[src/hw/rtl/zph_pkg.sv]
// shared types and constants of the zobrist position hash core
`default_nettype none

package zph_pkg;

   localparam int BOARD_SQUARES = 64;
   localparam int PIECE_KINDS   = 7;
   localparam int COLORS        = 2;
   localparam int KEY_COUNT     = COLORS * PIECE_KINDS * BOARD_SQUARES + 1 + 16 + 8;
   localparam int KEY_ADDR_W    = $clog2(KEY_COUNT);

   localparam logic [KEY_ADDR_W-1:0] SIDE_AT   = KEY_ADDR_W'(COLORS * PIECE_KINDS * BOARD_SQUARES);
   localparam logic [KEY_ADDR_W-1:0] CASTLE_AT = KEY_ADDR_W'(COLORS * PIECE_KINDS * BOARD_SQUARES + 1);
   localparam logic [KEY_ADDR_W-1:0] EP_AT     = KEY_ADDR_W'(COLORS * PIECE_KINDS * BOARD_SQUARES + 17);
   localparam logic [KEY_ADDR_W-1:0] LAST_KEY  = KEY_ADDR_W'(KEY_COUNT - 1);

   localparam logic [63:0] GOLDEN_GAMMA = 64'h9e37_79b9_7f4a_7c15;
   localparam logic [63:0] MIX_MUL_A    = 64'hbf58_476d_1ce4_e5b9;
   localparam logic [63:0] MIX_MUL_B    = 64'h94d0_49bb_1331_11eb;
   localparam logic [63:0] SEED_RESET   = 64'h0C0F_FEE1_2345_6789;

   localparam logic [1:0] ACTION_REGEN  = 2'd0;
   localparam logic [1:0] ACTION_TOGGLE = 2'd1;
   localparam logic [1:0] ACTION_FINISH = 2'd2;

   localparam logic [2:0] PIECE_EMPTY   = 3'd0;
   localparam logic [2:0] PIECE_INVALID = 3'd7;

   // register select is byte address bit 3
   localparam logic CSR_KEY_SEED = 1'b0;

   typedef enum logic [1:0] {
      CMD_REGEN,
      CMD_TOGGLE,
      CMD_FINISH
   } cmd_kind_type;

   typedef struct packed {
      cmd_kind_type          kind;
      logic [KEY_ADDR_W-1:0] addr_a;
      logic [KEY_ADDR_W-1:0] addr_b;
      logic                  black;
      logic                  ep_valid;
   } cmd_type;

   typedef struct packed {
      logic                  en;
      logic [KEY_ADDR_W-1:0] addr;
      logic [63:0]           data;
   } key_write_type;

endpackage

`default_nettype wire

[src/hw/rtl/zph_keygen.sv]
// splitmix64 key generator on one shared 32x32 multiplier
`default_nettype none

module zph_keygen import zph_pkg::*; (
   input  wire logic          clock,
   input  wire logic          reset,
   input  wire logic          start,
   input  wire logic [63:0]   seed,
   output      key_write_type key_write,
   output      logic          done
);

   typedef enum logic [2:0] {
      G_IDLE,
      G_ADVANCE,
      G_MUL,
      G_MIX,
      G_EMIT
   } gen_state_type;

   gen_state_type         state_ff;
   logic [63:0]           x_ff;
   logic [63:0]           z_ff;
   logic [63:0]           prod_ff;
   logic [1:0]            mstep_ff;
   logic                  pass_ff;
   logic [KEY_ADDR_W-1:0] idx_ff;

   logic [63:0] x_in;
   logic [63:0] mul_const;
   logic [31:0] mul_a;
   logic [31:0] mul_b;
   logic [63:0] mul_full;
   logic        last_key;

   assign x_in      = x_ff + GOLDEN_GAMMA;
   assign mul_const = pass_ff ? MIX_MUL_B : MIX_MUL_A;
   assign mul_a     = (mstep_ff == 2'd2) ? z_ff[63:32] : z_ff[31:0];
   assign mul_b     = (mstep_ff == 2'd1) ? mul_const[63:32] : mul_const[31:0];
   assign mul_full  = mul_a * mul_b;
   assign last_key  = (idx_ff == LAST_KEY);

   assign key_write.en   = (state_ff == G_EMIT);
   assign key_write.addr = idx_ff;
   assign key_write.data = prod_ff ^ (prod_ff >> 31);
   assign done           = (state_ff == G_EMIT) && last_key;

   always_ff @(posedge clock) begin
      if (reset) begin
         state_ff <= G_IDLE;
         mstep_ff <= '0;
         pass_ff  <= 1'b0;
         idx_ff   <= '0;
      end else begin
         unique case (state_ff)
            G_IDLE: begin
               if (start) begin
                  x_ff     <= seed;
                  idx_ff   <= '0;
                  state_ff <= G_ADVANCE;
               end
            end
            G_ADVANCE: begin
               x_ff     <= x_in;
               z_ff     <= x_in ^ (x_in >> 30);
               mstep_ff <= '0;
               pass_ff  <= 1'b0;
               state_ff <= G_MUL;
            end
            G_MUL: begin
               // low half product first, then the two cross terms
               if (mstep_ff == 2'd0) begin
                  prod_ff <= mul_full;
               end else begin
                  prod_ff <= prod_ff + {mul_full[31:0], 32'b0};
               end
               if (mstep_ff == 2'd2) begin
                  mstep_ff <= '0;
                  state_ff <= pass_ff ? G_EMIT : G_MIX;
               end else begin
                  mstep_ff <= mstep_ff + 1'b1;
               end
            end
            G_MIX: begin
               z_ff     <= prod_ff ^ (prod_ff >> 27);
               pass_ff  <= 1'b1;
               state_ff <= G_MUL;
            end
            G_EMIT: begin
               if (last_key) begin
                  state_ff <= G_IDLE;
               end else begin
                  idx_ff   <= idx_ff + 1'b1;
                  state_ff <= G_ADVANCE;
               end
            end
            default: begin
               state_ff <= G_IDLE;
            end
         endcase
      end
   end

endmodule

`default_nettype wire

[config.mk]
export PLATFORM = sky130hd
export DESIGN_NAME = zph_keygen
export DESIGN_NICKNAME = d
export VERILOG_FILES = /design/src/hw/rtl/zph_pkg.sv /design/src/hw/rtl/zph_keygen.sv
export SDC_FILE = /design/constraint.sdc
export NUM_CORES = 2
export LEC_CHECK = 0
export ABC_AREA = 1
export BUFFER_PORTS_ARGS = -buffer_cell sky130_fd_sc_hd__buf_2
export CORE_MARGIN = 2
export CORE_UTILIZATION = 50
export DETAILED_ROUTE_END_ITERATION = 16
export GPL_TIMING_DRIVEN = 0
export MAX_ROUTING_LAYER = met4
export PLACE_DENSITY = 0.66
export SETUP_SLACK_MARGIN = 0.02
export SYNTH_ARGS = -nofsm -noshare
export SYNTH_HDL_FRONTEND = slang
export SYNTH_SLANG_ARGS = --single-unit
[constraint.sdc]
create_clock -name clock -period 16.1 [get_ports clock]
set_input_delay 1.61 -clock clock [delete_from_list [all_inputs] [get_ports clock]]
set_output_delay 1.61 -clock clock [all_outputs]
set_load 0.02 [all_outputs]
==> flow_metrics.py <==
metrics = {
    "status": {
        "outcome": "finished with violations",
        "violations": "capacitance limit, slew limit",
    },
    "timing": {
        "drv_slew": 1,
        "setup_viol": 0,
        "final.setup_skew_ns": 0.0226,
        "tns_ns": 0,
        "slew_headroom_pct": -0.460,
        "tightestPinTransition_ns": 1.50,
        "period_share_pct": 73.4,
        "finalCriticalPeriod_ns": 11.83,
        "finalHoldViolations": 0,
        "rsz0062_at_grt": "no",
        "max_freq_mhz": 84.6,
    },
    "die": {
        "placement_rows": 111,
        "die-area_um2": 94400,
        "start_util_pct": 50.3,
        "coreArea_um2": 91400,
        "boundaryPins": 143,
        "dieWidth_um": 307,
        "fp.dieH_um": 307,
    },
    "critical_path": {
        "worstSetupPathType": "reg2reg",
        "critPathMaxStageDelay_ns": 1.14,
        "cp-end-kind": "flip-flop",
        "worst_setup_path_start_kind": "flip-flop",
        "path_common_cell": "nand2_1",
        "cp_num_buf_inv": 7,
        "cp_max_fo": 11,
        "critPathTopFamily": "adder cells",
        "crit_slowest_cell": "o21ai_1",
        "worst-endpoint-required_ns": 16.40,
        "worst-endpoint-arrival_ns": 12.12,
    },
    "clock_network": {
        "post_cts_resized": 0,
        "cts_hold_buffers": 0,
        "clkTransAtPathRegs_ns": 0.06,
        "clock-sinks": 208,
        "cts_tree": "done",
        "numCtsBuffers": 24,
        "insertion_delay_ns": 0.57,
        "clock_path_buffers": 3,
        "postCtsSetupRepairBufs": 0,
        "h-tree-depth": 1,
        "root_buffer": "clkbuf_16",
    },
    "routing": {
        "vias": 40100,
        "drtIter0Drc": 4755,
        "wl_per_cell_um": 26.3,
        "drt.antenna.violating_nets": 0,
        "route.detailed.drc": 0,
        "drt-pass1-iter-count": 8,
        "viasPerCell": 5.68,
        "drt-total-wl_um": 186000,
    },
    "finish": {
        "utilization_pct": 53.7,
        "n_fill_cell": 8880,
        "drive_above_1_share_pct": 7.64,
        "nets": 7106,
        "area_delta_synth_final_pct": 6.71,
    },
    "synth": {
        "synth_area_leaders": "fa_1 (36%), edfxtp_1 (13%), inv_1 (11%)",
        "yosys_warnings": 0,
        "syn_area_per_cell_um2": 8.10,
        "ys_ff_latch": 208,
        "synth-edff-count": 192,
        "synth.most_common_cell": "inv_1",
        "ys.flop_type": "edfxtp_1",
        "yosys-top-cells-count": "inv_1 (1,324), nand2_1 (1,011), fa_1 (823)",
        "ys_seq_area_share_pct": 13.2,
        "syn_inst": 5676,
        "synth.net_count": 6933,
        "mappedNetlistArea_um2": 46000,
        "ys_types": 58,
        "post-synth-top-area-cell": "fa_1",
        "async_reset_ff_share_pct": 0,
        "synth.top_cell.area_share_pct": 35.8,
    },
    "grt": {
        "grt_max_degree": 65,
        "use_met1_pct": 50.0,
        "grt_first_pass_wirelength_um": 269000,
        "grt_pass1_vias": 40600,
        "busiest_layer": "met2",
        "grt_use_met3_pct": 9.95,
        "track_usage_pct": 41.0,
        "grt-ovfl-total": 0,
        "grt_util_met2_pct": 62.0,
        "antenna_found_initial": 6,
    },
    "placed_design": {
        "dp_hpwl_um": 161000,
        "routabilityCongestion": 1.14,
        "numPortBuffers": 142,
    },
    "hold_path": {
        "hold_class": "reg2reg",
    },
    "job": {
        "max_cap_viol_count": 1,
    },
}
final timing paths:
path / from / endpoint / slack (ns) / cells after the start
max: mstep_ff[1]$_SDFFE_PP0P_ / prod_ff[61]$_DFFE_PP_ / 4.27 / 36
min: idx_ff[9]$_SDFFE_PP0P_ / idx_ff[9]$_SDFFE_PP0P_ / 0.48 / 2
max reg2reg: mstep_ff[1]$_SDFFE_PP0P_ / prod_ff[61]$_DFFE_PP_ / 4.27 / 36
min reg2reg: idx_ff[9]$_SDFFE_PP0P_ / idx_ff[9]$_SDFFE_PP0P_ / 0.48 / 2
cell type report:
class | count | area [um^2] | area share, %
Buffer | 153 | 758 | 1.55
Clock inverter | 7 | 47.5 | 0.0970
Inverter | 1367 | 5140 | 10.5
Clock buffer | 35 | 703 | 1.43
Antenna cell | 8 | 20.0 | 0.0408
Tap cell | 1186 | 1480 | 3.03
Sequential cell | 208 | 6090 | 12.4
Timing Repair Buffer | 147 | 805 | 1.64
Multi-Input combinational cell | 3948 | 34000 | 69.3
cells by family (layout without fill, tap and decap cells):
| logic type | after synthesis | in the layout | share of synthesized area [%] |
|---|---|---|---|
| DFF | 208 | 208 | 13.2 |
| AOI/OAI and AO/OA | 479 | 479 | 5.78 |
| and+or+nand+nor | 2138 | 2138 | 19.6 |
| other | 1 | 9 | 0.00816 |
| xor gates and xnor gates | 140 | 140 | 2.72 |
| adders and majority gates | 1190 | 1190 | 45.8 |
| buffers and inverters | 1520 | 1709 | 12.8 |
metrics by stage:
stage | instance area [um^2] | std cells | setup slack (ns) | hold slack [ns]
finish | 49000 | 7059 | 4.27 | 0.478
global route | 49000 | 7057 | 4.03 | 0.494
floorplan | 46000 | 5676 | 7.88 | 0.508
global placement | 48200 | 7004 | 4.68 | 0.470
CTS | 49000 | 7051 | 4.64 | 0.481
detailed placement | 48300 | 7009 | 4.68 | 0.472
worst register-to-register path, delay by kind of cell, from the launching register on:
kind | cells | cell delay, ns
adder cells (fa/ha/maj) | 10 | 5.15
buffers and inverters | 7 | 1.30
XOR/XNOR | 1 | 0.60
AND/OR/NAND/NOR | 15 | 2.64
AO/OA/AOI/OAI | 3 | 1.35
flip-flops | 1 | 0.52
layout by cell type (no fill, tap or decap), types with 11 or more instances in the layout:
cell and instances:
inv_1 1323, nand2_1 1011, fa_1 823, nor2_1 664
ha_1 367, nand3_1 250, edfxtp_1 192, buf_2 187
a21oi_1 176, o21ai_0 171, xor2_1 122, clkbuf_1 71
nand2_2 46, inv_2 39, nor2_2 36, buf_4 34
nor3_1 33, nand4_1 30, o21ai_1 28, clkbuf_16 25
o21bai_1 24, a31oi_1 16, dfxtp_1 16, xnor2_1 15
nand3b_1 14, o21ai_2 13, nor2_4 11
layer usage:
metal  part of all wire (%)  wire [um]
met4                    7.8      14500
met5                      0          0
met3                     11      20400
met2                     44      82200
met1                     37      68500
state kept, by name, summed over array words and instances (netlist names):
signal and flops:
state_ff 3, prod_ff 64, pass_ff 1, mstep_ff 2
z_ff 64, x_ff 64, idx_ff 10
Power is left out: the tool's default activity adds up to more than one toggle a clock period on the data nets, which glitch-free logic cannot reach.
