$ cat src/hw/rtl/zph_pkg.sv
// shared types and constants of the zobrist position hash core
`default_nettype none

package zph_pkg;

   localparam int BOARD_SQUARES = 64;
   localparam int PIECE_KINDS   = 7;
   localparam int COLORS        = 2;
   localparam int KEY_COUNT     = COLORS * PIECE_KINDS * BOARD_SQUARES + 1 + 16 + 8;
   localparam int KEY_ADDR_W    = $clog2(KEY_COUNT);

   localparam logic [KEY_ADDR_W-1:0] SIDE_AT   = KEY_ADDR_W'(COLORS * PIECE_KINDS * BOARD_SQUARES);
   localparam logic [KEY_ADDR_W-1:0] CASTLE_AT = KEY_ADDR_W'(COLORS * PIECE_KINDS * BOARD_SQUARES + 1);
   localparam logic [KEY_ADDR_W-1:0] EP_AT     = KEY_ADDR_W'(COLORS * PIECE_KINDS * BOARD_SQUARES + 17);
   localparam logic [KEY_ADDR_W-1:0] LAST_KEY  = KEY_ADDR_W'(KEY_COUNT - 1);

   localparam logic [63:0] GOLDEN_GAMMA = 64'h9e37_79b9_7f4a_7c15;
   localparam logic [63:0] MIX_MUL_A    = 64'hbf58_476d_1ce4_e5b9;
   localparam logic [63:0] MIX_MUL_B    = 64'h94d0_49bb_1331_11eb;
   localparam logic [63:0] SEED_RESET   = 64'h0C0F_FEE1_2345_6789;

   localparam logic [1:0] ACTION_REGEN  = 2'd0;
   localparam logic [1:0] ACTION_TOGGLE = 2'd1;
   localparam logic [1:0] ACTION_FINISH = 2'd2;

   localparam logic [2:0] PIECE_EMPTY   = 3'd0;
   localparam logic [2:0] PIECE_INVALID = 3'd7;

   // register select is byte address bit 3
   localparam logic CSR_KEY_SEED = 1'b0;

   typedef enum logic [1:0] {
      CMD_REGEN,
      CMD_TOGGLE,
      CMD_FINISH
   } cmd_kind_type;

   typedef struct packed {
      cmd_kind_type          kind;
      logic [KEY_ADDR_W-1:0] addr_a;
      logic [KEY_ADDR_W-1:0] addr_b;
      logic                  black;
      logic                  ep_valid;
   } cmd_type;

   typedef struct packed {
      logic                  en;
      logic [KEY_ADDR_W-1:0] addr;
      logic [63:0]           data;
   } key_write_type;

endpackage

`default_nettype wire

$ cat src/hw/rtl/zph_front.sv
// front end: takes request words and turns them into queued commands
`default_nettype none

module zph_front import zph_pkg::*; (
   input  wire logic              req_valid,
   output      logic              req_stall,
   input  wire logic [1:0]        req_action,
   input  wire logic              req_piece_color,
   input  wire logic [2:0]        req_piece_type,
   input  wire logic [5:0]        req_square,
   input  wire logic              req_black_to_move,
   input  wire logic [3:0]        req_castling_rights,
   input  wire logic signed [3:0] req_en_passant_column,
   input  wire logic              queue_full,
   output      logic              push,
   output      cmd_type           push_cmd
);

   logic       keep;
   logic [3:0] piece_row;

   assign piece_row = req_piece_color ? 4'(PIECE_KINDS) + {1'b0, req_piece_type}
                                      : {1'b0, req_piece_type};

   always_comb begin
      keep              = 1'b0;
      push_cmd.kind     = CMD_TOGGLE;
      push_cmd.addr_a   = {piece_row, req_square};
      push_cmd.addr_b   = EP_AT + KEY_ADDR_W'(req_en_passant_column[2:0]);
      push_cmd.black    = req_black_to_move;
      push_cmd.ep_valid = ~req_en_passant_column[3];
      unique case (req_action)
         ACTION_REGEN: begin
            push_cmd.kind = CMD_REGEN;
            keep          = 1'b1;
         end
         ACTION_TOGGLE: begin
            push_cmd.kind = CMD_TOGGLE;
            keep          = (req_piece_type != PIECE_EMPTY) && (req_piece_type != PIECE_INVALID);
         end
         ACTION_FINISH: begin
            push_cmd.kind   = CMD_FINISH;
            push_cmd.addr_a = CASTLE_AT + KEY_ADDR_W'(req_castling_rights);
            keep            = 1'b1;
         end
         default: begin
            keep = 1'b0;
         end
      endcase
   end

   assign req_stall = queue_full;
   assign push      = req_valid & ~queue_full & keep;

endmodule

`default_nettype wire

$ cat config.mk
export PLATFORM = sky130hd
export DESIGN_NAME = zph_front
export DESIGN_NICKNAME = d
export VERILOG_FILES = /design/src/hw/rtl/zph_pkg.sv /design/src/hw/rtl/zph_front.sv
export SDC_FILE = /design/constraint.sdc
export NUM_CORES = 1
export LEC_CHECK = 0
export BUFFER_PORTS_ARGS = -buffer_cell sky130_fd_sc_hd__buf_2
export CORE_AREA = 2 2 39 41
export DETAILED_ROUTE_END_ITERATION = 16
export DIE_AREA = 0 0 41 43
export PLACE_DENSITY_LB_ADDON = 0.05
export SLEW_MARGIN = 40
export SYNTH_ARGS = -nofsm -noshare
export SYNTH_HDL_FRONTEND = slang
export SYNTH_SLANG_ARGS = --single-unit
$ cat constraint.sdc
create_clock -name vclk -period 0.8
set_input_delay 0.04 -clock vclk [all_inputs]
set_output_delay 0.04 -clock vclk [all_outputs]
set_load 0.05 [all_outputs]
==> results.cfg, run 1 <==
[route]
vias_per_cell = 4.32
via_count = 493
ant_nets = 0
drc = 0
drtIter0Drc = 2
wl_per_cell_um = 9.59
routed_wl_um = 1090
dr.pass1.iters = 3

[layout]
fin_cells = 114
seq_area_um2 = 0
fillCellCount = 122
multi_input_area_um2 = 472
antennaDiodeCount = 0
n_clock_buffer = 0
drive_above_1_share_pct = 79.6
fin_util_pct = 66.8
nets = 128
layout_common_cells = 25 x buf_2, 9 x buf_4, 8 x buf_6
design_area_um2 = 925
syn_to_final_growth_pct = 174
final_common_cell = buf_2
nFlopsAndLatches = 0

[grt]
grt_pass1_wl_um = 1570
antenna_found_initial = 0
grt_max_degree = 7
track_usage_pct = 11.8
grt-ovfl-total = 0
grt_pass1_vias = 404

[worst_setup_path]
cp_max_fo = 3
path_class = in2out
cp-start-kind = input port
end_kind = output pin
worstPathArrival_ns = 1.00
required_ns = 0.76

[sta]
maxSlewViolCount = 0
timing_hold_violations_final = 0
fmax_ghz = 0.961
setup_viol = 3
fin_hold_ws_ns = 0.0804
setup_ws_ns = -0.240
period_share_pct = 130
grt_setup_unrepaired = yes
fin_tns_setup_ns = -0.355
min_period_ns = 1.04

[synthesis]
syn_avg_cell_area_um2 = 6.26
ys.warnings.count = 0
yosysTopAreaCell = ha_1
yosysUniqueCellTypes = 21
yosysSeqAreaShare_pct = 0
synth_cells = 54
yosys-top-cells-area = ha_1 19%, buf_4 18%, nand2_1 11%
yosysTopAreaCellShare_pct = 18.5
synth_area_um2 = 338

[pwr]
leakagePower_nw = 0.460
sw_frac_of_total_pct = 62.5
peakVddDrop_uv = 496
power_density_nw_per_um2 = 891
combPwrFrac_pct = 100.0
switching_power_mw = 0.515
p_int_mw = 0.308
p_seq_share_pct = 0
clockPowerShare_pct = 0
power_mw = 0.823

[min_path]
min_to = push_cmd[1]
hold_path_class = in2out
hp-start = req_black_to_move
hold_path_depth = 0

[floorplanning]
initial_core_util_pct = 24.4
num_rows = 14
core_um2 = 1380
die_x_um = 41
io_pins = 49
dieArea_um2 = 1760
dieHeight_um = 43

[placed_design]
pre_cts_ws_ns = -0.435
dp_hpwl_um = 814
placed_cell_area_um2 = 694
place.gp.congestion = 0.599
port_buffers = 41
dp_cells = 113

[run_status]
status = finished, violations left
violations = negative setup slack

[clock_network]
postCtsSetupRepairBufs = 0
hold_buffers = 0

[run]
max-cap-violations = 0
cell type report:
cell class                 count  share of cell area [%]
multi-input combinational     44                    51.0
timing repair buffer          49                    42.2
inverter                       5                    4.60
tap                           16                    2.17
layer usage:
layer / up-vias / GRT usage (%) / part of all wire [%]
met2: 23 / 21.6 / 56
li1: 248 / - / -
met3: 0 / 1.05 / 8.9
met5: - / 0 / 0
met1: 222 / 14.9 / 35
met4: 0 / 0 / 0
Yosys cell counts:
cell type  number
a21oi_1         1
and2_1          1
and3_1          1
and3_2          1
and3b_1         1
buf_2           1
buf_4           8
clkbuf_1        1
conb_1          2
ha_1            5
inv_1           5
mux2_1          1
nand2_1        10
nand2b_1        1
nand3_1         2
nor2_1          1
o21ai_0         6
o21ai_1         1
o31ai_1         1
xnor2_1         2
xor2_1          2
worst max-delay path: stages:
cell     delay, ns
buf_12        0.10
inv_8         0.03
ha_4          0.13
mux2_4        0.26
o21ai_2       0.09
and3b_2       0.20
buf_8         0.14
cell families (layout without fill, tap and decap cells):
family,after synthesis,in the layout,synth area share (%)
compound gates,9,9,14.1
xor+xnor,4,4,10.4
fa+ha+maj,5,5,18.5
buf+inv,15,54,25.9
mux,1,1,3.33
other cells,2,6,2.22
simple gates,18,19,25.6
power groups by stage:
stage	Sequential (mW)	Clock, mW	Combinational, mW
global placement	0	0	0.665
CTS	0	0	0.785
finish	0	0	0.823
global route	0	0	0.873
detailed placement	0	0	0.667
floorplan	0	0	0.531
timing repair:
action | CTS | global route
setup endpoints to repair | 12 | 11
cloned | 1 | 0
pin swaps | 6 | 8
resized for setup | 40 | 15
how the worst max path moves through the flow:
stage	start	endpoint	slack [ns]	depth (start not counted)
CTS	req_piece_type[1]	push	-0.24	7
finish	req_piece_type[0]	push	-0.24	7
detailed placement	req_piece_type[1]	push	-0.43	7
global route	req_piece_type[1]	push	-0.29	7
global placement	req_piece_type[1]	push	-0.43	7
floorplan	req_piece_type[1]	push	-0.14	5
No activity file was read; power rests on OpenSTA's default activity.
==> run 2, diff against run 1 <==
--- a/config.mk
+++ b/config.mk
@@ -5,11 +5,10 @@
 export SDC_FILE = /design/constraint.sdc
 export NUM_CORES = 1
 export LEC_CHECK = 0
-export BUFFER_PORTS_ARGS = -buffer_cell sky130_fd_sc_hd__buf_2
 export CORE_AREA = 2 2 39 41
 export DETAILED_ROUTE_END_ITERATION = 16
 export DIE_AREA = 0 0 41 43
-export PLACE_DENSITY_LB_ADDON = 0.05
+export DONT_BUFFER_PORTS = 1
 export SLEW_MARGIN = 40
 export SYNTH_ARGS = -nofsm -noshare
 export SYNTH_HDL_FRONTEND = slang
==> results.cfg, run 2 (synthesis gave the netlist of run 1 again) <==
[layout]
syn_to_final_growth_pct = 114
nFlopsAndLatches = 0
design_area_um2 = 724
drive_above_1_share_pct = 58.2
layout_common_cells = 10 x buf_12, 9 x buf_4, 8 x nand2_1
nets = 97
seq_area_um2 = 0
final_common_cell = buf_12
n_clock_buffer = 0
antennaDiodeCount = 0

[placed_design]
placed_cell_area_um2 = 659
dp_hpwl_um = 803
place.gp.congestion = 0.593
pre_cts_ws_ns = -0.167
port_buffers = 0

[route]
routed_wl_um = 911
dr.pass1.iters = 2
vias_per_cell = 4.60
drc = 0
wl_per_cell_um = 11.0
ant_nets = 0
via_count = 382
drtIter0Drc = 2

[sta]
timing_hold_violations_final = 0
min_period_ns = 0.936
fin_hold_ws_ns = 0.0804
setup_ws_ns = -0.136
setup_viol = 2
grt_setup_unrepaired = yes
fin_tns_setup_ns = -0.227
maxSlewViolCount = 0
period_share_pct = 117
fmax_ghz = 1.07

[grt]
grt_max_degree = 8
grt_pass1_wl_um = 1300
grt-ovfl-total = 0
grt_pass1_vias = 370
track_usage_pct = 9.69
antenna_found_initial = 0

[floorplanning]
initial_core_util_pct = 24.4
dieArea_um2 = 1760
core_um2 = 1380
io_pins = 49
die_x_um = 41
dieHeight_um = 43
num_rows = 14

[pwr]
power_density_nw_per_um2 = 997
peakVddDrop_uv = 432
leakagePower_nw = 0.332
power_mw = 0.722

[worst_setup_path]
cpPeakStageDelay_ns = 0.35
worstPathArrival_ns = 0.90
path_class = in2out
path_buf_inv = 1
cp-start-kind = input port
critical_path.cell_chain = inv_12, ha_4, mux2_4, o21ai_1, and3b_2
cpMaxStageDelayCell = and3b_2
end_kind = output pin
required_ns = 0.76
crit_family = simple AND/OR/NAND/NOR gates
cp_max_fo = 4

[min_path]
hold_path_class = in2out

[run]
max-cap-violations = 0

[run_status]
violations = negative setup slack
status = finished, violations left
## run 2: cell count changes in the layout (fill, tap and decap cells not counted), sizes merged
cell,change
buf,-29
clkbuf,-1
nand2b,-1
## run 2: path summary, 6_finish.rpt
path	cells after the start	start	slack, ns	to
worst max-delay path	5	req_piece_type[0]	-0.14	push
worst min-delay path	0	req_black_to_move	0.08	push_cmd[1]
## run 2: report_power, final
part | internal (mW) | switching, mW
combinational | 0.288 | 0.435
clock | 0 | 0
sequential | 0 | 0
total | 0.288 | 0.435
## run 2: stage by stage
| step | util (%) | instances |
|---|---|---|
| floorplan | - | 58 |
| global placement | 47.6 | 78 |
| detailed placement | 47.6 | 78 |
| CTS | 50.7 | 83 |
| global route | 52.4 | 83 |
| finish | 52.4 | 83 |
## run 2: layout make-up
type                            count  area, µm²
Fill cell                         134        659
Tap cell                           16       20.0
Timing Repair Buffer               19        268
Inverter                            5       47.5
Multi-Input combinational cell     43        389
## run 2: what timing repair did
item	4_1_cts	5_1_grt
endpoints found under the setup margin	3	3
hold buffers	0	0
pin swaps	3	1
setup buffers	5	0
gates resized for setup	1	4
## run 2: routing by layer
| layer | up-vias | part of all wire, % | global-route usage [%] |
|---|---|---|---|
| met5 | - | 0 | 0 |
| met4 | 0 | 0 | 0 |
| met3 | 0 | 18 | 3.14 |
| met2 | 30 | 56 | 18.4 |
| met1 | 167 | 25 | 10.1 |
| li1 | 185 | - | - |
