**src/hw/rtl/zph_pkg.sv**
```systemverilog
// shared types and constants of the zobrist position hash core
`default_nettype none

package zph_pkg;

   localparam int BOARD_SQUARES = 64;
   localparam int PIECE_KINDS   = 7;
   localparam int COLORS        = 2;
   localparam int KEY_COUNT     = COLORS * PIECE_KINDS * BOARD_SQUARES + 1 + 16 + 8;
   localparam int KEY_ADDR_W    = $clog2(KEY_COUNT);

   localparam logic [KEY_ADDR_W-1:0] SIDE_AT   = KEY_ADDR_W'(COLORS * PIECE_KINDS * BOARD_SQUARES);
   localparam logic [KEY_ADDR_W-1:0] CASTLE_AT = KEY_ADDR_W'(COLORS * PIECE_KINDS * BOARD_SQUARES + 1);
   localparam logic [KEY_ADDR_W-1:0] EP_AT     = KEY_ADDR_W'(COLORS * PIECE_KINDS * BOARD_SQUARES + 17);
   localparam logic [KEY_ADDR_W-1:0] LAST_KEY  = KEY_ADDR_W'(KEY_COUNT - 1);

   localparam logic [63:0] GOLDEN_GAMMA = 64'h9e37_79b9_7f4a_7c15;
   localparam logic [63:0] MIX_MUL_A    = 64'hbf58_476d_1ce4_e5b9;
   localparam logic [63:0] MIX_MUL_B    = 64'h94d0_49bb_1331_11eb;
   localparam logic [63:0] SEED_RESET   = 64'h0C0F_FEE1_2345_6789;

   localparam logic [1:0] ACTION_REGEN  = 2'd0;
   localparam logic [1:0] ACTION_TOGGLE = 2'd1;
   localparam logic [1:0] ACTION_FINISH = 2'd2;

   localparam logic [2:0] PIECE_EMPTY   = 3'd0;
   localparam logic [2:0] PIECE_INVALID = 3'd7;

   // register select is byte address bit 3
   localparam logic CSR_KEY_SEED = 1'b0;

   typedef enum logic [1:0] {
      CMD_REGEN,
      CMD_TOGGLE,
      CMD_FINISH
   } cmd_kind_type;

   typedef struct packed {
      cmd_kind_type          kind;
      logic [KEY_ADDR_W-1:0] addr_a;
      logic [KEY_ADDR_W-1:0] addr_b;
      logic                  black;
      logic                  ep_valid;
   } cmd_type;

   typedef struct packed {
      logic                  en;
      logic [KEY_ADDR_W-1:0] addr;
      logic [63:0]           data;
   } key_write_type;

endpackage

`default_nettype wire

```
**src/hw/rtl/zph_queue.sv**
```systemverilog
// short command queue between front and back end
`default_nettype none

module zph_queue import zph_pkg::*; #(
   parameter int DEPTH = 4
) (
   input  wire logic    clock,
   input  wire logic    reset,
   input  wire logic    push,
   input  wire cmd_type push_cmd,
   input  wire logic    pop,
   output      logic    full,
   output      logic    head_valid,
   output      cmd_type head_cmd
);

   localparam int PTR_W = $clog2(DEPTH);
   localparam int CNT_W = $clog2(DEPTH + 1);

   cmd_type          slot_ff [DEPTH];
   logic [PTR_W-1:0] wr_ptr_ff;
   logic [PTR_W-1:0] rd_ptr_ff;
   logic [CNT_W-1:0] count_ff;
   logic [PTR_W-1:0] wr_ptr_in;
   logic [PTR_W-1:0] rd_ptr_in;
   logic [CNT_W-1:0] count_in;

   assign full       = (count_ff == CNT_W'(DEPTH));
   assign head_valid = (count_ff != '0);
   assign head_cmd   = slot_ff[rd_ptr_ff];

   always_comb begin
      wr_ptr_in = wr_ptr_ff;
      rd_ptr_in = rd_ptr_ff;
      count_in  = count_ff;
      if (push) begin
         wr_ptr_in = (wr_ptr_ff == PTR_W'(DEPTH - 1)) ? '0 : wr_ptr_ff + 1'b1;
      end
      if (pop) begin
         rd_ptr_in = (rd_ptr_ff == PTR_W'(DEPTH - 1)) ? '0 : rd_ptr_ff + 1'b1;
      end
      if (push && !pop) begin
         count_in = count_ff + 1'b1;
      end else if (pop && !push) begin
         count_in = count_ff - 1'b1;
      end
   end

   always_ff @(posedge clock) begin
      if (reset) begin
         wr_ptr_ff <= '0;
         rd_ptr_ff <= '0;
         count_ff  <= '0;
      end else begin
         wr_ptr_ff <= wr_ptr_in;
         rd_ptr_ff <= rd_ptr_in;
         count_ff  <= count_in;
      end
   end

   always_ff @(posedge clock) begin
      if (push) begin
         slot_ff[wr_ptr_ff] <= push_cmd;
      end
   end

endmodule

`default_nettype wire

```
**config.mk**
```make
export PLATFORM = sky130hd
export DESIGN_NAME = zph_queue
export DESIGN_NICKNAME = d
export VERILOG_FILES = /design/src/hw/rtl/zph_pkg.sv /design/src/hw/rtl/zph_queue.sv
export SDC_FILE = /design/constraint.sdc
export NUM_CORES = 1
export LEC_CHECK = 0
export ABC_AREA = 1
export BUFFER_PORTS_ARGS = -buffer_cell sky130_fd_sc_hd__buf_2
export CAP_MARGIN = 20
export CORE_ASPECT_RATIO = 1.1
export CORE_UTILIZATION = 25
export CTS_CLUSTER_SIZE = 10
export DETAILED_ROUTE_END_ITERATION = 6
export GPL_ROUTABILITY_DRIVEN = 0
export SYNTH_ARGS = -nofsm -noshare
export SYNTH_HDL_FRONTEND = slang
export SYNTH_SLANG_ARGS = --single-unit
```
**constraint.sdc**
```tcl
create_clock -name clock -period 1.4 [get_ports clock]
set_input_delay 0.07 -clock clock [delete_from_list [all_inputs] [get_ports clock]]
set_output_delay 0.07 -clock clock [all_outputs]
set_load 0.01 [all_outputs]
```
==> load_flow_metrics.sql, run 1 <==
INSERT INTO impl_metrics (metric_group, metric, value, unit) VALUES
('grt', 'grtUsageMet1', '12.40', '%'),
('synth', 'synthesis.yosys.warnings', '0', ''),
('power_and_ir_drop', 'p_leak', '0.002039', 'uW'),
('job', 'drv.max_cap_violation_count', '0', ''),
('grt', 'gr-max-usage-layer', 'met2', ''),
('place', 'detailedPlacementHpwl', '5552', 'um'),
('status', 'outcome', 'complete, but fails checks', ''),
('synth', 'syn_nets', '327', ''),
('sta', 'hold_viol', '0', ''),
('worst_setup_path', 'cp.arrival', '1450', 'ps'),
('worst_setup_path', 'r2r_cells', '5', ''),
('final_layout', 'flow.area_growth_from_synthesis', '34.97', '%'),
('hold_path', 'min_delay_path_depth', '3', ''),
('clocking', 'cts_sinks', '105', ''),
('power_and_ir_drop', 'power_consumption', '7057', 'uW'),
('floorplanning', 'design.portCount', '54', ''),
('grt', 'global_route.usage.total', '10.85', '%'),
('final_layout', 'seqCellArea', '3072', 'um^2'),
('synth', 'part_of_the_yosys_area_used_for_sequential_elements', '73.16', '%'),
('clocking', 'worstSkewPairLatency', '350', 'ps'),
('clocking', 'ctsLongestPathBuffers', '2', ''),
('worst_setup_path', 'reg2reg_to', 'slot_ff[0][2]', ''),
('final_layout', 'finish.instance_area', '5650', 'um^2'),
('worst_setup_path', 'path_cells', 'inv_8 -> buf_12 -> o21ai_1 -> o22ai_2 -> buf_2', ''),
('sta', 'slew_viol_final', '0', ''),
('grt', 'gr_layer_usage_met2', '18.65', '%'),
('hold_path', 'hp-start', 'push', ''),
('worst_setup_path', 'critPathLaunchType', 'flop', ''),
('hold_path', 'min_delay_worst_endpoint', 'wr_ptr_ff[1]', ''),
('place', 'io_buffer_count', '53', ''),
('worst_setup_path', 'cp_top_family', 'flip-flops', ''),
('clocking', 'cts_root_buf', 'sky130_fd_sc_hd__clkbuf_16', ''),
('floorplanning', 'start_util', '25.58', '%'),
('worst_setup_path', 'worst_path_max_delay_cell', 'sky130_fd_sc_hd__dfxtp_4', ''),
('worst_setup_path', 'timing.critical_path.fanout_max', '15', ''),
('routing', 'drt_pass1_iterations', '7', ''),
('worst_setup_path', 'cp-end-kind', 'output pin', ''),
('routing', 'drt_drc', '1', ''),
('routing', 'antenna_left', '0', ''),
('clocking', 'cts-htree-levels', '3', ''),
('grt', 'maximum_number_of_pins_on_one_net_before_global_route_repair', '32', ''),
('grt', 'globalRouteMet3Util', '3.612', '%'),
('routing', 'drtIter0Drc', '138', ''),
('sta', 'fin_skew', '9.507', 'ps'),
('grt', 'grt_pass1_wl', '13660', 'um'),
('grt', 'vias_in_the_first_global_route', '2539', ''),
('grt', 'grt_overflow_total', '0', ''),
('worst_setup_path', 'cp_data_required_time', '1330', 'ps'),
('worst_setup_path', 'setup.worst_path.class', 'flop to output pin', ''),
('sta', 'setup_repair_after_global_routing_missed_its_margin', 'true', ''),
('power_and_ir_drop', 'power.density_cell_area', '1249', 'nW/um^2'),
('worst_setup_path', 'regToRegStartpoint', 'wr_ptr_ff[0]', ''),
('synth', 'syn-instance-count', '292', ''),
('final_layout', 'multi_input_comb_area', '1074', 'um^2'),
('place', 'dpl-instance-area', '4842', 'um^2'),
('status', 'violated_checks', 'DRC, setup timing', ''),
('sta', 'final.setup.tns', '-2060', 'ps'),
('synth', 'synth_seq_cells', '105', ''),
('floorplanning', 'height_of_the_die', '137.7', 'um'),
('worst_setup_path', 'path_buf_inv', '3', ''),
('worst_setup_path', 'register_to_register_setup_slack', '100', 'ps'),
('final_layout', 'fill_cell_instance_count_of_the_final_layout', '1532', ''),
('sta', 'setup_ws', '-122.2', 'ps'),
('sta', 'finalWorstPathRequiredPeriod', '1522', 'ps'),
('sta', 'setup_viol', '24', ''),
('routing', 'avgRoutedWirePerCell', '15.61', 'um'),
('routing', 'routed-via-count', '2600', ''),
('final_layout', 'most-common-layout-cells', 'sky130_fd_sc_hd__edfxtp_1, sky130_fd_sc_hd__buf_2, sky130_fd_sc_hd__nor2_1', ''),
('synth', 'average_size_of_a_mapped_cell', '14.34', 'um^2'),
('synth', 'yosys.cell_types.count', '22', ''),
('final_layout', 'layout.cells.most_common', 'sky130_fd_sc_hd__edfxtp_1', '');
==> power by group <==
part	internal, uW	switching [uW]	total [uW]
combinational	480	568	1050
clock	1230	1130	2370
sequential	3570	69.1	3640
total	5290	1770	7060
==> cells in the mapped netlist (all sizes together) <==
master / instances / share of area (%)
a21oi: 3 / 0.36
buf: 13 / 2.1
clkbuf: 1 / 0.090
dfxtp: 9 / 4.3
edfxtp: 96 / 69
fa: 1 / 0.48
ha: 6 / 1.8
inv: 16 / 1.4
nand2: 9 / 0.81
nand3: 1 / 0.12
nand4: 1 / 0.15
nor2: 57 / 6.3
nor3: 3 / 0.36
o21ai: 51 / 6.1
o22ai: 24 / 6.6
xor2: 1 / 0.21
==> final cells by class <==
class	count	area share, %
Antenna cell	1	0.04429
Timing Repair Buffer	101	15.61
Tap cell	204	4.517
Sequential cell	105	54.36
Multi-Input combinational cell	157	19.00
Clock buffer	10	4.052
Inverter	16	1.506
Clock inverter	6	0.9079
==> kinds of logic after synthesis <==
family / Yosys count / share of synthesized area (%)
DFF: 105 / 73.16
AOI/OAI and AO/OA: 78 / 13.03
and+or+nand+nor: 71 / 7.740
buffers and inverters: 30 / 3.586
adders and majority gates: 7 / 2.271
xor gates and xnor gates: 1 / 0.2092
==> what timing repair did <==
| item | in CTS | in global routing |
|---|---|---|
| resized for setup | 32 | 32 |
| buffers inserted | 0 | 1 |
| endpoints found under the setup margin | 24 | 24 |
| pin swaps | 0 | 3 |
| cloned | 2 | 4 |
| hold endpoints to repair | 100 | 0 |
| hold buffers | 25 | 0 |
==> worst max path at each step <==
stage / startpoint / to / slack (ps) / cells past startpoint
5_1_grt: flop / head_cmd[11] / -190 / 4
3_5_place_dp: pop / count_ff[2] / 30 / 11
6_report: flop / head_cmd[17] / -120 / 5
3_3_place_gp: pop / count_ff[2] / 100 / 11
4_1_cts: flop / head_cmd[15] / -140 / 4
2_1_floorplan: wr_ptr_ff[0] / slot_ff[0][0] / 30 / 4
==> per-stage QoR <==
stage	hold WS [ps]	worst slack [ps]	util [%]	cells
after floorplan	135.0	31.43	-	292
after global placement	278.2	101.7	29.58	551
after detailed placement	279.1	34.74	29.58	551
after CTS	58.49	-135.3	33.25	594
after global routing	86.34	-190.8	34.52	600
final	82.27	-122.2	34.52	600
==> layer usage <==
layer  wire, um  up-vias  part of all wire (%)
li1           -     1270                     -
met1       4067     1279                    43
met2       4771       38                    51
met3        378       13                   4.0
met4        149        0                   1.6
met5          0        -                     0
==> state kept, by name (all words and copies together), names as in the netlist, named ones only <==
signal and flops:
wr_ptr_ff 2, count_ff 3, rd_ptr_ff 2, slot_ff 96
==> tightest hold or removal path, cell delays in order <==
cell	delay [ps]
sky130_fd_sc_hd__buf_2	140
sky130_fd_sc_hd__inv_1	100
sky130_fd_sc_hd__a21oi_1	80
Note: power is estimated with default switching activity, not from simulation.
==> inputs of run 2 (changes only) <==
--- a/config.mk
+++ b/config.mk
@@ -5,7 +5,6 @@
 export SDC_FILE = /design/constraint.sdc
 export NUM_CORES = 1
 export LEC_CHECK = 0
-export ABC_AREA = 1
 export BUFFER_PORTS_ARGS = -buffer_cell sky130_fd_sc_hd__buf_2
 export CAP_MARGIN = 20
 export CORE_ASPECT_RATIO = 1.1
==> load_flow_metrics.sql, run 2 <==
INSERT INTO impl_metrics (metric_group, metric, value, unit) VALUES
('grt', 'antenna_found_initial', '0', ''),
('clocking', 'numCtsBuffers', '9', ''),
('routing', 'wirelength', '7385', 'um'),
('worst_setup_path', 'critPathLaunchType', 'flop', ''),
('place', 'io_buffer_count', '53', ''),
('synth', 'syn_nets', '205', ''),
('final_layout', 'top_regs', 'slot_ff x96, count_ff x3', ''),
('clocking', 'cts_sinks', '105', ''),
('sta', 'fin_skew', '6.019', 'ps'),
('sta', 'clock.fmax', '0.5992', 'GHz'),
('grt', 'global_route.usage.total', '9.958', '%'),
('floorplanning', 'dieWidth', '121.8', 'um'),
('sta', 'setup_viol', '24', ''),
('routing', 'antenna_left', '0', ''),
('final_layout', 'antenna-diode-count', '0', ''),
('routing', 'drt_pass1_iterations', '4', ''),
('synth', 'yosys.cell_types.count', '19', ''),
('routing', 'drt_drc', '0', ''),
('floorplanning', 'design.portCount', '54', ''),
('worst_setup_path', 'register_to_register_setup_slack', '20', 'ps'),
('sta', 'hold_viol', '0', ''),
('place', 'placement.setup.worst_slack', '-114.9', 'ps'),
('sta', 'slew_viol_final', '0', ''),
('sta', 'slew_headroom', '75.15', '%'),
('worst_setup_path', 'r2r_cells', '4', ''),
('synth', 'post_synth_main_area_contributors', 'sky130_fd_sc_hd__edfxtp_1, sky130_fd_sc_hd__mux4_2, sky130_fd_sc_hd__dfxtp_1, sky130_fd_sc_hd__mux4_1, sky130_fd_sc_hd__ha_1', ''),
('routing', 'drtIter0Drc', '132', ''),
('grt', 'grt_pass1_wl', '11590', 'um'),
('synth', 'part_of_the_yosys_area_used_for_sequential_elements', '77.64', '%'),
('place', 'detailedPlacementHpwl', '4681', 'um'),
('status', 'violated_checks', 'setup timing', ''),
('worst_setup_path', 'cp-end-kind', 'output pin', ''),
('grt', 'vias_in_the_first_global_route', '2103', ''),
('synth', 'synth_seq_cells', '105', ''),
('synth', 'post-synth-top-count-cell', 'sky130_fd_sc_hd__edfxtp_1', ''),
('worst_setup_path', 'setup.worst_path.class', 'flop to output pin', ''),
('final_layout', 'largest_reg_flops', '96', ''),
('clocking', 'worstSkewPairLatency', '340', 'ps'),
('final_layout', 'flow.area_growth_from_synthesis', '31.97', '%'),
('sta', 'setup_ws', '-268.9', 'ps'),
('sta', 'setup_repair_after_global_routing_missed_its_margin', 'true', ''),
('final_layout', 'finish.instance_area', '5206', 'um^2'),
('routing', 'routed-via-count', '1915', ''),
('job', 'drv.max_cap_violation_count', '0', ''),
('worst_setup_path', 'timing.critical_path.fanout_max', '7', ''),
('hold_path', 'min_delay_path_depth', '4', ''),
('status', 'outcome', 'complete, but fails checks', ''),
('power_and_ir_drop', 'ir_drop_worst_case_vdd', '0.6044', 'mV'),
('synth', 'yosys.area.top_type', 'sky130_fd_sc_hd__edfxtp_1', ''),
('floorplanning', 'die_area', '16290', 'um^2'),
('sta', 'timing.final.crit_share', '119.2', '%'),
('synth', 'average_size_of_a_mapped_cell', '23.21', 'um^2'),
('synth', 'synthArstFlopShare', '0', '%'),
('synth', 'yosys_most_used_dff', 'sky130_fd_sc_hd__edfxtp_1', ''),
('final_layout', 'layout.cells.most_common', 'sky130_fd_sc_hd__edfxtp_1', ''),
('worst_setup_path', 'cp.arrival', '1600', 'ps'),
('power_and_ir_drop', 'power.density_cell_area', '1324', 'nW/um^2'),
('worst_setup_path', 'regToRegStartpoint', 'count_ff[0]', ''),
('floorplanning', 'start_util', '25.90', '%'),
('synth', 'synth-edff-count', '96', ''),
('synth', 'synthesis.yosys.warnings', '0', ''),
('grt', 'grt_overflow_total', '0', ''),
('sta', 'finalWorstPathRequiredPeriod', '1669', 'ps'),
('final_layout', 'max_flop_register', 'slot_ff', ''),
('worst_setup_path', 'critPathCapture', 'head_cmd[12]', ''),
('power_and_ir_drop', 'p_leak', '0.001817', 'uW'),
('clocking', 'tritoncts', 'done', ''),
('floorplanning', 'height_of_the_die', '133.8', 'um'),
('routing', 'avgRoutedWirePerCell', '15.65', 'um'),
('power_and_ir_drop', 'power_consumption', '6895', 'uW'),
('clocking', 'ctsLongestPathBuffers', '2', ''),
('synth', 'synth_commonest_cells', 'sky130_fd_sc_hd__edfxtp_1, sky130_fd_sc_hd__mux4_2, sky130_fd_sc_hd__dfxtp_1, sky130_fd_sc_hd__nor2_1, sky130_fd_sc_hd__ha_1', ''),
('worst_setup_path', 'cp_data_required_time', '1330', 'ps'),
('place', 'dpl-instance-area', '4587', 'um^2'),
('synth', 'synth_area', '3945', 'um^2'),
('final_layout', 'drive_gt1_share', '42.39', '%'),
('grt', 'maximum_number_of_pins_on_one_net_before_global_route_repair', '25', ''),
('final_layout', 'finish.net_count', '306', ''),
('final_layout', 'most-common-layout-cells', 'sky130_fd_sc_hd__edfxtp_1, sky130_fd_sc_hd__buf_2, sky130_fd_sc_hd__dlygate4sd3_1', ''),
('clocking', 'clock_pin_slew_reported_for_the_worst_setup_and_hold_paths_after_clock_tree_synthesis', '70', 'ps'),
('worst_setup_path', 'reg2reg_to', 'count_ff[2]', ''),
('synth', 'share_of_the_synthesized_area_in_the_top_cell_type', '73.07', '%'),
('floorplanning', 'fp.coreArea', '15230', 'um^2'),
('floorplanning', 'placement_rows', '47', ''),
('routing', 'post_drt_via_cell_ratio', '4.057', ''),
('clocking', 'cts-htree-levels', '3', ''),
('sta', 'worst_slew_pin_slew', '372.8', 'ps'),
('hold_path', 'hold_class', 'primary input to flop', ''),
('clocking', 'cts_root_buf', 'sky130_fd_sc_hd__clkbuf_16', ''),
('synth', 'syn-instance-count', '170', '');
run 2: worst max-delay path, stage by stage, from the launching register on:
cell	delay [ps]
sky130_fd_sc_hd__dfxtp_4	370
sky130_fd_sc_hd__buf_6	110
sky130_fd_sc_hd__buf_12	120
sky130_fd_sc_hd__mux4_2	510
sky130_fd_sc_hd__buf_6	140
run 2: kinds of logic (layout without fill, tap and decap cells):
kind of cell	Yosys count	after routing	synth area share [%]
compound gates	3	3	0.3805
xor+xnor	2	2	0.4441
fa+ha+maj	7	7	2.410
buf+inv	10	116	2.030
flops	105	105	77.64
mux	28	28	15.10
simple gates	15	15	1.998
run 2: how the worst min path moves through the flow:
stage | slack (ps) | endpoint | from
6_report | 120 | flop | pop
5_1_grt | 160 | rd_ptr_ff[1] | pop
4_1_cts | 100 | flop | pop
3_5_place_dp | 290 | slot_ff[3][22] | push_cmd[22]
3_3_place_gp | 280 | slot_ff[0][9] | push_cmd[9]
2_1_floorplan | 140 | count_ff[2] | reset
run 2: where the power goes:
group          internal, uW  switching [uW]  total (uW)
clock network          1380            1060        2440
registers              3580            51.3        3630
logic                   447             374         821
run 2: what timing repair did:
action | 4_1_cts | 5_1_grt
endpoints found under the setup margin | 49 | 40
hold buffers | 25 | 0
resized for setup | 17 | 8
pin swaps | 0 | 0
buffers inserted | 0 | 1
hold endpoints to repair | 102 | 0
run 2: metrics by stage:
| stage | util, % | setup TNS, ps | instances | hold WS (ps) |
|---|---|---|---|---|
| finish | 34.18 | -5599 | 472 | 117.1 |
| global route | 34.18 | -7559 | 472 | 163.7 |
| CTS | 33.97 | -6497 | 471 | 103.7 |
| detailed placement | 30.12 | -2812 | 430 | 292.3 |
| global placement | 30.12 | -2154 | 430 | 281.3 |
| floorplan | - | 0 | 170 | 139.1 |
run 2: layer usage:
metal | track usage [%] | part of all wire [%] | up-vias
li1 | - | - | 894
met1 | 12.46 | 46 | 965
met2 | 15.29 | 48 | 45
met3 | 3.981 | 4.9 | 11
met4 | 3.909 | 1.5 | 0
met5 | 0 | 0 | -
run 2: layout make-up:
type / instances / area (um^2)
Fill cell: 1437 / 10020
Sequential cell: 105 / 3070
Multi-Input combinational cell: 55 / 795.8
Timing Repair Buffer: 96 / 792.0
Tap cell: 196 / 245.2
Clock buffer: 11 / 232.7
Clock inverter: 5 / 55.05
Inverter: 4 / 15.01
==> inputs of run 3 (changes only) <==
==> constraint.sdc (replaced) <==
create_clock -name clock -period 1.4 [get_ports clock]
set_input_delay 0.21 -clock clock [delete_from_list [all_inputs] [get_ports clock]]
set_output_delay 0.21 -clock clock [all_outputs]
set_load 0.01 [all_outputs]
==> load_flow_metrics.sql, run 3 (synthesis gave the netlist of run 2 again) <==
INSERT INTO impl_metrics (metric_group, metric, value, unit) VALUES
('status', 'outcome', 'complete, but fails checks', ''),
('status', 'violated_checks', 'setup timing', ''),
('sta', 'clock.fmax', '0.5471', 'GHz'),
('final_layout', 'max_flop_register', 'slot_ff', ''),
('floorplanning', 'fp.coreArea', '15230', 'um^2'),
('job', 'drv.max_cap_violation_count', '0', ''),
('clocking', 'tritoncts', 'done', ''),
('sta', 'slew_headroom', '73.57', '%'),
('sta', 'fin_skew', '7.071', 'ps'),
('place', 'io_buffer_count', '53', ''),
('clocking', 'cts_sinks', '105', ''),
('worst_setup_path', 'path_cells', 'buf_8 -> mux4_2 -> buf_6', ''),
('sta', 'worst_slew_pin_slew', '396.4', 'ps'),
('final_layout', 'drive_gt1_share', '48.43', '%'),
('routing', 'drtIter0Drc', '120', ''),
('final_layout', 'most-common-layout-cells', 'sky130_fd_sc_hd__edfxtp_1, sky130_fd_sc_hd__buf_2, sky130_fd_sc_hd__mux4_2, sky130_fd_sc_hd__buf_6, sky130_fd_sc_hd__clkbuf_16', ''),
('routing', 'drt_drc', '0', ''),
('place', 'placement.setup.worst_slack', '-180.1', 'ps'),
('final_layout', 'layout.cells.most_common', 'sky130_fd_sc_hd__edfxtp_1', ''),
('floorplanning', 'height_of_the_die', '133.8', 'um'),
('final_layout', 'antenna-diode-count', '0', ''),
('worst_setup_path', 'cp_data_required_time', '1190', 'ps'),
('sta', 'final.setup.tns', '-9664', 'ps'),
('worst_setup_path', 'critical_path.max_stage_delay', '520', 'ps'),
('hold_path', 'hold_class', 'primary input to flop', ''),
('grt', 'grt_overflow_total', '0', ''),
('sta', 'worst_hold_slack', '79.39', 'ps'),
('final_layout', 'flow.area_growth_from_synthesis', '29.05', '%'),
('place', 'dpl-instance-area', '4597', 'um^2'),
('final_layout', 'fill_cell_instance_count_of_the_final_layout', '1453', ''),
('worst_setup_path', 'setup.worst_path.class', 'flop to output pin', ''),
('sta', 'setup_repair_after_global_routing_missed_its_margin', 'true', ''),
('final_layout', 'seqCellArea', '3068', 'um^2'),
('worst_setup_path', 'cp.arrival', '1620', 'ps'),
('final_layout', 'finish.instance_area', '5091', 'um^2'),
('worst_setup_path', 'worst_path_max_delay_cell', 'sky130_fd_sc_hd__mux4_2', ''),
('sta', 'timing.final.crit_share', '130.6', '%'),
('clocking', 'numCtsBuffers', '9', ''),
('sta', 'slew_viol_final', '0', ''),
('worst_setup_path', 'critPathLaunchType', 'flop', ''),
('worst_setup_path', 'timing.critical_path.fanout_max', '6', ''),
('floorplanning', 'placement_rows', '47', ''),
('clocking', 'cts-htree-levels', '3', ''),
('floorplanning', 'start_util', '25.90', '%'),
('worst_setup_path', 'cp_top_family', 'multiplexers', ''),
('clocking', 'worstSkewPairLatency', '340', 'ps'),
('place', 'detailedPlacementHpwl', '4653', 'um'),
('clocking', 'clock_pin_slew_reported_for_the_worst_setup_and_hold_paths_after_clock_tree_synthesis', '70', 'ps'),
('final_layout', 'largest_reg_flops', '96', ''),
('final_layout', 'top_regs', 'slot_ff x96, count_ff x3', ''),
('routing', 'antenna_left', '0', ''),
('clocking', 'hold_buf_cts', '0', ''),
('routing', 'post_drt_via_cell_ratio', '4.113', ''),
('routing', 'avgRoutedWirePerCell', '16.65', 'um'),
('power_and_ir_drop', 'p_leak', '0.001760', 'uW'),
('grt', 'antenna_found_initial', '0', ''),
('sta', 'finalWorstPathRequiredPeriod', '1828', 'ps'),
('power_and_ir_drop', 'ir_drop_worst_case_vdd', '0.5771', 'mV'),
('final_layout', 'multi_input_comb_area', '809.5', 'um^2'),
('worst_setup_path', 'path_buf_inv', '2', ''),
('sta', 'hold_viol', '0', ''),
('sta', 'setup_ws', '-428.0', 'ps'),
('power_and_ir_drop', 'power.density_cell_area', '1336', 'nW/um^2'),
('routing', 'drt_pass1_iterations', '4', ''),
('floorplanning', 'dieWidth', '121.8', 'um'),
('final_layout', 'finish.net_count', '284', ''),
('floorplanning', 'design.portCount', '54', ''),
('worst_setup_path', 'cp-end-kind', 'output pin', ''),
('grt', 'global_route.usage.total', '9.908', '%'),
('routing', 'wirelength', '7494', 'um'),
('grt', 'grt_pass1_wl', '11450', 'um'),
('floorplanning', 'die_area', '16290', 'um^2'),
('clocking', 'ctsLongestPathBuffers', '2', ''),
('routing', 'routed-via-count', '1851', ''),
('grt', 'maximum_number_of_pins_on_one_net_before_global_route_repair', '25', ''),
('clocking', 'cts_root_buf', 'sky130_fd_sc_hd__clkbuf_16', ''),
('grt', 'vias_in_the_first_global_route', '2006', ''),
('sta', 'setup_viol', '26', '');
-- run 3: cell types whose count changed in the layout (fill, tap and decap cells not counted), sizes merged --
| cell | change |
|---|---|
| dlygate4sd3 | -25 |
| clkinv | +2 |
| buf | +2 |
| bufinv | -1 |
-- run 3: path summary, 6_finish.rpt --
check / to / slack (ps) / startpoint / cells past startpoint
setup reg to reg: count_ff[2] / -70 / count_ff[0] / 5
hold / removal: slot_ff[1][11] / 80 / push_cmd[11] / 1
hold reg to reg: count_ff[2] / 530 / count_ff[2] / 2
setup / recovery: head_cmd[10] / -430 / flop / 3
-- run 3: what timing repair did --
| item | CTS | global route |
|---|---|---|
| setup buffers | 2 | 0 |
| endpoints found under the setup margin | 49 | 50 |
| gates cloned | 1 | 2 |
| pin swaps | 1 | 0 |
| gates resized for setup | 29 | 9 |
| endpoints found under the hold margin | 0 | 0 |
-- run 3: area by class of cell --
| class | count | area share (%) |
|---|---|---|
| clock buffer | 10 | 4.497 |
| sequential | 105 | 60.26 |
| clock inverter | 6 | 0.8602 |
| inverter | 4 | 0.3441 |
| tap | 196 | 4.817 |
| timing repair buffer | 74 | 13.32 |
| multi-input combinational | 55 | 15.90 |
-- run 3: worst register-to-register path, cell delays in order (launching register included) --
cell and delay (ps):
sky130_fd_sc_hd__dfxtp_2 330, sky130_fd_sc_hd__buf_6 110, sky130_fd_sc_hd__fa_2 370, sky130_fd_sc_hd__xor2_1 170
sky130_fd_sc_hd__or3_1 300, sky130_fd_sc_hd__a21oi_1 120
-- run 3: power by group --
group | internal [uW] | leakage [uW] | switching [uW] | total (uW)
Combinational | 492 | 0.000670 | 381 | 873
Clock | 1210 | 0.000133 | 1080 | 2290
Sequential | 3580 | 0.000957 | 55.5 | 3640
-- run 3: metrics by stage --
stage | cells | utilization [%] | total power, uW
finish | 450 | 33.43 | 6804
global route | 450 | 33.43 | 7092
CTS | 448 | 32.91 | 6868
detailed placement | 429 | 30.18 | 4419
global placement | 429 | 30.18 | 4400
floorplan | 170 | - | 4092
-- run 3: metal layers --
metal	GRT usage, %	wire (um)	share of wire (%)
met3	3.125	361	4.8
met4	5.350	165	2.2
met1	11.69	3206	43
met5	0	0	0
met2	15.94	3761	50
